[config.mk]
export PLATFORM = sky130hd
export DESIGN_NAME = bpc_div
export DESIGN_NICKNAME = d
export VERILOG_FILES = /design/src/sv/bpc_pkg.sv /design/src/sv/bpc_div.sv
export SDC_FILE = /design/constraint.sdc
export NUM_CORES = 2
export LEC_CHECK = 0
export ABC_AREA = 1
export BUFFER_PORTS_ARGS = -buffer_cell sky130_fd_sc_hd__clkbuf_2
export CORE_ASPECT_RATIO = 2
export CORE_UTILIZATION = 55
export CTS_CLUSTER_DIAMETER = 150
export DETAILED_ROUTE_END_ITERATION = 16
export GPL_ROUTABILITY_DRIVEN = 0
export GPL_TIMING_DRIVEN = 0
export PLACE_DENSITY = 0.77
export SLEW_MARGIN = 20
export SYNTH_ARGS = -nofsm -noshare
export SYNTH_HDL_FRONTEND = slang
export SYNTH_SLANG_ARGS = --single-unit
[constraint.sdc]
create_clock -name clk -period 2.35 [get_ports clk]
set_input_delay 0.235 -clock clk [delete_from_list [all_inputs] [get_ports clk]]
set_output_delay 0.235 -clock clk [all_outputs]
set_load 0.01 [all_outputs]
[src/sv/bpc_pkg.sv]
// bpc_pkg: types, constants and helpers for the barometric compensation unit
// used by bpc_div and barometric_pressure_compensation_unit; no dependencies
`timescale 1ns / 1ps

package bpc_pkg;

    // configuration register indexes
    localparam logic [2:0] REG_OSS    = 3'd0;
    localparam logic [2:0] REG_AC1AC2 = 3'd1;
    localparam logic [2:0] REG_AC3AC4 = 3'd2;
    localparam logic [2:0] REG_AC5AC6 = 3'd3;
    localparam logic [2:0] REG_B1B2   = 3'd4;
    localparam logic [2:0] REG_MCMD   = 3'd5;

    // divider geometry: temperature divides a 27-bit magnitude by 32 bits,
    // pressure divides 32 bits by the 17-bit b4
    localparam int T_DW = 27;
    localparam int T_VW = 32;
    localparam int P_DW = 32;
    localparam int P_VW = 17;

    localparam logic [31:0] C_B6_OFFSET = 32'd4000;
    localparam logic [31:0] C_B4_BIAS   = 32'd32768;
    localparam logic [31:0] C_OSS_BASE  = 32'd50000;
    localparam logic [31:0] C_P_MUL     = 32'd3038;
    localparam logic [31:0] C_P_NEG     = 32'hFFFF_E343;  // -7357
    localparam logic [31:0] C_P_ADD     = 32'd3791;

    typedef enum logic [1:0] {
        ST_OK    = 2'd0,
        ST_TDIV  = 2'd1,
        ST_PDIV  = 2'd2,
        ST_DELTA = 2'd3
    } status_t;

    typedef struct packed {
        logic [15:0] raw_temperature;
        logic [18:0] uncomp_pressure;
    } req_t;

    typedef struct packed {
        logic signed [31:0] temperature_tenths;
        logic signed [31:0] pressure_pascal;
        logic [1:0]         status;
    } res_t;

    typedef struct packed {
        logic [31:0] x1;
        logic [18:0] up;
        logic        neg;
        logic        dzero;
    } d1_side_t;

    typedef struct packed {
        logic [31:0] temp;
        status_t     status;
        logic        shift;
    } d2_side_t;

    function automatic logic [31:0] asr(input logic [31:0] v, input int unsigned n);
        return $unsigned($signed(v) >>> n);
    endfunction

endpackage

[src/sv/bpc_div.sv]
// bpc_div: pipelined unsigned restoring divider, one quotient bit per stage
// sideband data travels alongside; depends on bpc_pkg for default widths
`timescale 1ns / 1ps

module bpc_div #(
    parameter int DW = bpc_pkg::P_DW,
    parameter int VW = bpc_pkg::P_VW,
    parameter int SW = 1
) (
    input  logic          clk,
    input  logic          rst_n,
    input  logic          in_valid,
    input  logic [DW-1:0] dividend,
    input  logic [VW-1:0] divisor,
    input  logic [SW-1:0] side_in,
    output logic          out_valid,
    output logic [DW-1:0] quotient,
    output logic [SW-1:0] side_out
);

    logic          vld_reg  [0:DW-1];
    logic [DW-1:0] num_reg  [0:DW-1];
    logic [VW-1:0] rem_reg  [0:DW-1];
    logic [VW-1:0] dvs_reg  [0:DW-1];
    logic [SW-1:0] side_reg [0:DW-1];

    for (genvar g = 0; g < DW; g++)
    begin : g_stage
        logic          cv;
        logic [DW-1:0] cn;
        logic [VW-1:0] cr;
        logic [VW-1:0] cd;
        logic [SW-1:0] cs;
        logic [VW:0]   trial;
        logic [VW:0]   diff;
        logic          ge;

        if (g == 0)
        begin : g_first
            assign cv = in_valid;
            assign cn = dividend;
            assign cr = '0;
            assign cd = divisor;
            assign cs = side_in;
        end
        else
        begin : g_rest
            assign cv = vld_reg[g-1];
            assign cn = num_reg[g-1];
            assign cr = rem_reg[g-1];
            assign cd = dvs_reg[g-1];
            assign cs = side_reg[g-1];
        end

        assign trial = {cr, cn[DW-1]};
        assign diff  = trial - {1'b0, cd};
        assign ge    = (trial >= {1'b0, cd});

        always_ff @(posedge clk or negedge rst_n)
        begin
            if (!rst_n)
            begin
                vld_reg[g] <= 1'b0;
            end
            else
            begin
                vld_reg[g] <= cv;
            end
        end

        // quotient bits shift in from the bottom as dividend bits leave the top
        always_ff @(posedge clk)
        begin
            num_reg[g]  <= {cn[DW-2:0], ge};
            rem_reg[g]  <= ge ? diff[VW-1:0] : trial[VW-1:0];
            dvs_reg[g]  <= cd;
            side_reg[g] <= cs;
        end
    end

    assign out_valid = vld_reg[DW-1];
    assign quotient  = num_reg[DW-1];
    assign side_out  = side_reg[DW-1];

endmodule

==> flow_results.xml <==
<?xml version="1.0" encoding="UTF-8"?>
<metrics>
  <group name="run_status">
    <metric name="outcome" unit="">finished, violations left</metric>
    <metric name="violated_checks" unit="">negative setup slack</metric>
  </group>
  <group name="synthesis">
    <metric name="synthCells" unit="">11007</metric>
    <metric name="synthSimpleGateAreaFrac" unit="%">28.09</metric>
    <metric name="syn-num-nets" unit="">11619</metric>
    <metric name="post_synthesis_cell_area" unit="sq um">86560</metric>
    <metric name="synth_edf_count" unit="">0</metric>
    <metric name="synth_async_sr_flop_share" unit="%">1.494</metric>
    <metric name="muxShareOfSynthArea" unit="%">0</metric>
    <metric name="ys.flop_type" unit="">dfxtp_1</metric>
    <metric name="synth_cell_type_count" unit="">46</metric>
    <metric name="compound_gate_portion_of_the_synthesized_area" unit="%">1.946</metric>
    <metric name="postSynthAreaPerCell" unit="sq um">7.864</metric>
    <metric name="postSynthRegisterBits" unit="">2142</metric>
    <metric name="yosysWarnings" unit="">0</metric>
    <metric name="synth_xor_xnor_area_share" unit="%">2.125</metric>
    <metric name="synth_fa_ha_area_share" unit="%">8.340</metric>
    <metric name="synth_top_family_by_area" unit="">simple AND/OR/NAND/NOR gates</metric>
    <metric name="share_of_synthesized_area_occupied_by_flip_flops_and_latches" unit="%">49.72</metric>
  </group>
  <group name="critical_path">
    <metric name="startpoint_type" unit="">register</metric>
    <metric name="critical_path_required" unit="ns">2.99</metric>
    <metric name="arrival" unit="ns">3.02</metric>
    <metric name="max_stage_delay" unit="ns">0.62</metric>
    <metric name="path_class" unit="">register to register</metric>
    <metric name="critPathSlowestCell" unit="">dfxtp_1</metric>
    <metric name="kind_of_capture_point_of_the_worst_setup_path" unit="">register</metric>
    <metric name="worstPathBufferInverterCount" unit="">3</metric>
    <metric name="path_common_cell" unit="">nand2_1</metric>
    <metric name="critical-path-top-delay-family" unit="">simple AND/OR/NAND/NOR gates</metric>
    <metric name="crit_chain" unit="">inv_1, ha_1, nand2_1, nand2_1, nand2_1, nand2_1, inv_1, nand2_4, nand2_8, buf_4, nand3_1, nand2_1</metric>
    <metric name="critical_path_peak_fanout" unit="">10</metric>
  </group>
  <group name="power_and_ir_drop">
    <metric name="switching_power" unit="uW">48210</metric>
    <metric name="peakVddDrop" unit="uV">726.6</metric>
    <metric name="share_seq_of_total_power" unit="%">37.5</metric>
    <metric name="p_comb_share" unit="%">37.3</metric>
    <metric name="internal_power" unit="uW">76430</metric>
    <metric name="post-layout-total-power" unit="uW">124600</metric>
    <metric name="netSwitchingFraction" unit="%">38.68</metric>
    <metric name="clock_power_share" unit="%">25.2</metric>
    <metric name="power_per_cell_area" unit="nW/um^2">1269</metric>
    <metric name="power_leakage" unit="uW">0.05378</metric>
  </group>
  <group name="clock_tree">
    <metric name="tritoncts" unit="">built</metric>
    <metric name="insertion_delay" unit="ns">0.87</metric>
    <metric name="clock_tree.root_cell" unit="">clkbuf_16</metric>
    <metric name="cts_inserted_buffers" unit="">183</metric>
    <metric name="htree_levels" unit="">4</metric>
    <metric name="cts.sink_count" unit="">2142</metric>
    <metric name="path_clk_slew" unit="ns">0.07</metric>
    <metric name="clock_path_buffers" unit="">4</metric>
  </group>
  <group name="die">
    <metric name="design.die.area" unit="sq um">159100</metric>
    <metric name="io-pin-count" unit="">87</metric>
    <metric name="fp.dieW" unit="microns">282.5</metric>
    <metric name="start_util" unit="%">55.42</metric>
    <metric name="rows" unit="">205</metric>
    <metric name="die_height" unit="microns">563.0</metric>
    <metric name="placeableCoreArea" unit="sq um">156200</metric>
  </group>
  <group name="global_routing">
    <metric name="grt.overflow.total" unit="">0</metric>
    <metric name="largest_net_degree_at_the_start_of_global_routing" unit="">28</metric>
    <metric name="global_route_wire_length_before_repair" unit="mm">365.7</metric>
    <metric name="number_of_antenna_violations_at_the_first_check_in_global_routing" unit="">17</metric>
    <metric name="globalRouteTotalUtil" unit="%">30.07</metric>
    <metric name="first_global_vias" unit="">71392</metric>
  </group>
  <group name="final_layout">
    <metric name="area_delta_synth_final" unit="%">13.43</metric>
    <metric name="most_common_library_cell_in_the_layout_ignoring_fill_and_taps" unit="">nand2_1</metric>
    <metric name="final_layout_size_suffix_gt1_share" unit="%">8.908</metric>
    <metric name="layout.cells.non_filler" unit="">13650</metric>
    <metric name="largest_register_ff_count" unit="">1024</metric>
    <metric name="fill_cells" unit="">12603</metric>
    <metric name="mostFrequentLayoutCells" unit="">nand2_1 (3879), dfxtp_1 (2058), inv_1 (2004)</metric>
    <metric name="fin_nets" unit="">12048</metric>
    <metric name="final_util" unit="%">62.86</metric>
  </group>
  <group name="detailed_routing">
    <metric name="detailedRoute.firstIterationViolations" unit="">3616</metric>
    <metric name="vias_after_detailed_routing" unit="">70516</metric>
    <metric name="detailed_route_vias_per_instance" unit="">5.166</metric>
    <metric name="drc_errors" unit="">0</metric>
    <metric name="wl" unit="mm">242.0</metric>
    <metric name="detail-route-antenna-nets" unit="">0</metric>
    <metric name="wl_per_cell" unit="microns">17.73</metric>
    <metric name="drt_pre_antenna_iters" unit="">8</metric>
  </group>
  <group name="placed_design">
    <metric name="place.port_buffers" unit="">86</metric>
    <metric name="dp.cells" unit="">13163</metric>
    <metric name="dp.final_hpwl" unit="mm">178.2</metric>
  </group>
  <group name="sta">
    <metric name="setup_violations" unit="">4</metric>
    <metric name="slew_viol_final" unit="">0</metric>
    <metric name="finalHoldViolations" unit="">0</metric>
    <metric name="setup_ws_post_layout" unit="ns">-0.02455</metric>
    <metric name="final.setup_skew" unit="ns">0.08756</metric>
    <metric name="achievable-frequency" unit="MHz">421.1</metric>
    <metric name="max_slew.worst_pin.slew" unit="ns">1.065</metric>
    <metric name="finalCritPeriodShare" unit="%">101.0</metric>
    <metric name="finalCriticalPeriod" unit="ns">2.375</metric>
    <metric name="minimum_hold_slack" unit="ns">0.05906</metric>
    <metric name="timing.max_slew.rel_slack" unit="%">28.38</metric>
  </group>
  <group name="min_path">
    <metric name="min-delay-path-class" unit="">primary input to register</metric>
  </group>
  <group name="run">
    <metric name="drv_cap" unit="">0</metric>
  </group>
</metrics>
[stage by stage]
step / cell area, sq um / setup WS [ns] / TNS, ns
CTS: 96650 / 0.001588 / 0
floorplan: 86560 / 0.4649 / 0
global route: 98170 / -0.1135 / -1.044
global placement: 89580 / -0.2193 / -4.836
finish: 98180 / -0.02455 / -0.04146
detailed placement: 89580 / -0.2884 / -10.29
[repair_timing]
item                                   4_1_cts  5_1_grt
gates cloned                                 1        8
gates resized for setup                     48      217
pin swaps                                    4       38
setup endpoints to repair                  151      370
endpoints found under the hold margin       99        0
hold buffers                                54        0
setup buffers                               20       83
[cell type report]
cell class | instances | area [sq um] | share of cell area [%]
tap | 2070 | 2590 | 2.638
buffer | 94 | 868.3 | 0.8844
antenna | 6 | 15.01 | 0.01529
multi-input combinational | 6734 | 35820 | 36.48
sequential | 2142 | 43130 | 43.93
timing repair buffer | 245 | 1873 | 1.908
inverter | 2036 | 7642 | 7.784
clock inverter | 94 | 1185 | 1.207
clock buffer | 229 | 5064 | 5.157
[synthesized netlist by cell type (2+ instances only)]
cell type	count	area share (%)
o21ai_2	15	0.15
o21ai_0	5	0.029
nand2_1	3938	17
or2_0	12	0.087
nand2_2	65	0.47
nor4_4	26	0.64
a21oi_1	274	1.6
nor4_1	5	0.036
xor2_1	181	1.8
dfrtp_1	32	0.93
nand3_2	2	0.023
inv_2	28	0.12
buf_2	31	0.18
a21oi_2	4	0.040
buf_6	29	0.38
or2_2	4	0.029
or2_1	29	0.21
o21ai_4	3	0.056
buf_8	2	0.035
nand2_4	54	0.70
nand3_1	859	5.0
nor2_1	380	1.6
nor3_1	40	0.23
buf_4	38	0.33
and3_1	26	0.19
and2_1	44	0.32
o21a_1	7	0.061
fa_1	30	0.69
nand4_1	52	0.38
dfxtp_1	2110	49
nor2_2	39	0.28
nand3b_1	38	0.33
xnor2_1	29	0.29
nor2_4	27	0.35
nor2_8	3	0.069
inv_1	2008	8.7
ha_1	529	7.6
[routing by layer]
| metal | part of all wire (%) | global-route usage [%] | wire, microns |
|---|---|---|---|
| met1 | 29 | 23.27 | 69570 |
| met3 | 5.9 | 6.948 | 14310 |
| met5 | 0.066 | 0.1545 | 159 |
| met2 | 52 | 55.36 | 124800 |
| met4 | 14 | 35.83 | 33160 |
[final timing paths]
kind,from,endpoint,slack (ns),cells after the start
setup / recovery,dvs_reg[3][24],rem_reg[0][251],-0.02,12
hold / removal,dividend[29],num_reg[0][30],0.06,2
setup reg to reg,dvs_reg[3][24],rem_reg[0][251],-0.02,12
hold reg to reg,num_reg[2][11],num_reg[2][44],0.27,0
max in group asynchronous,rst_n,g_stage[27].cv,1.68,4
min in group asynchronous,rst_n,g_stage[1].cv,0.36,3
[power by group through the flow]
| stage | logic (uW) | clock network, uW | registers [uW] |
|---|---|---|---|
| 4_1_cts | 43100 | 32000 | 46400 |
| 2_1_floorplan | 31600 | 0 | 45500 |
| 6_report | 46500 | 31400 | 46700 |
| 3_5_place_dp | 42500 | 0 | 47100 |
| 3_3_place_gp | 41400 | 0 | 46900 |
| 5_1_grt | 51700 | 33500 | 47200 |
[kinds of logic (layout without fill, tap and decap cells)]
group,after synthesis,after routing
fa+ha+maj,559,559
other cells,0,6
simple gates,5647,5654
flops,2142,2142
compound gates,311,311
buf+inv,2138,2698
xor+xnor,210,210
No activity file was read; power rests on OpenSTA's default activity.
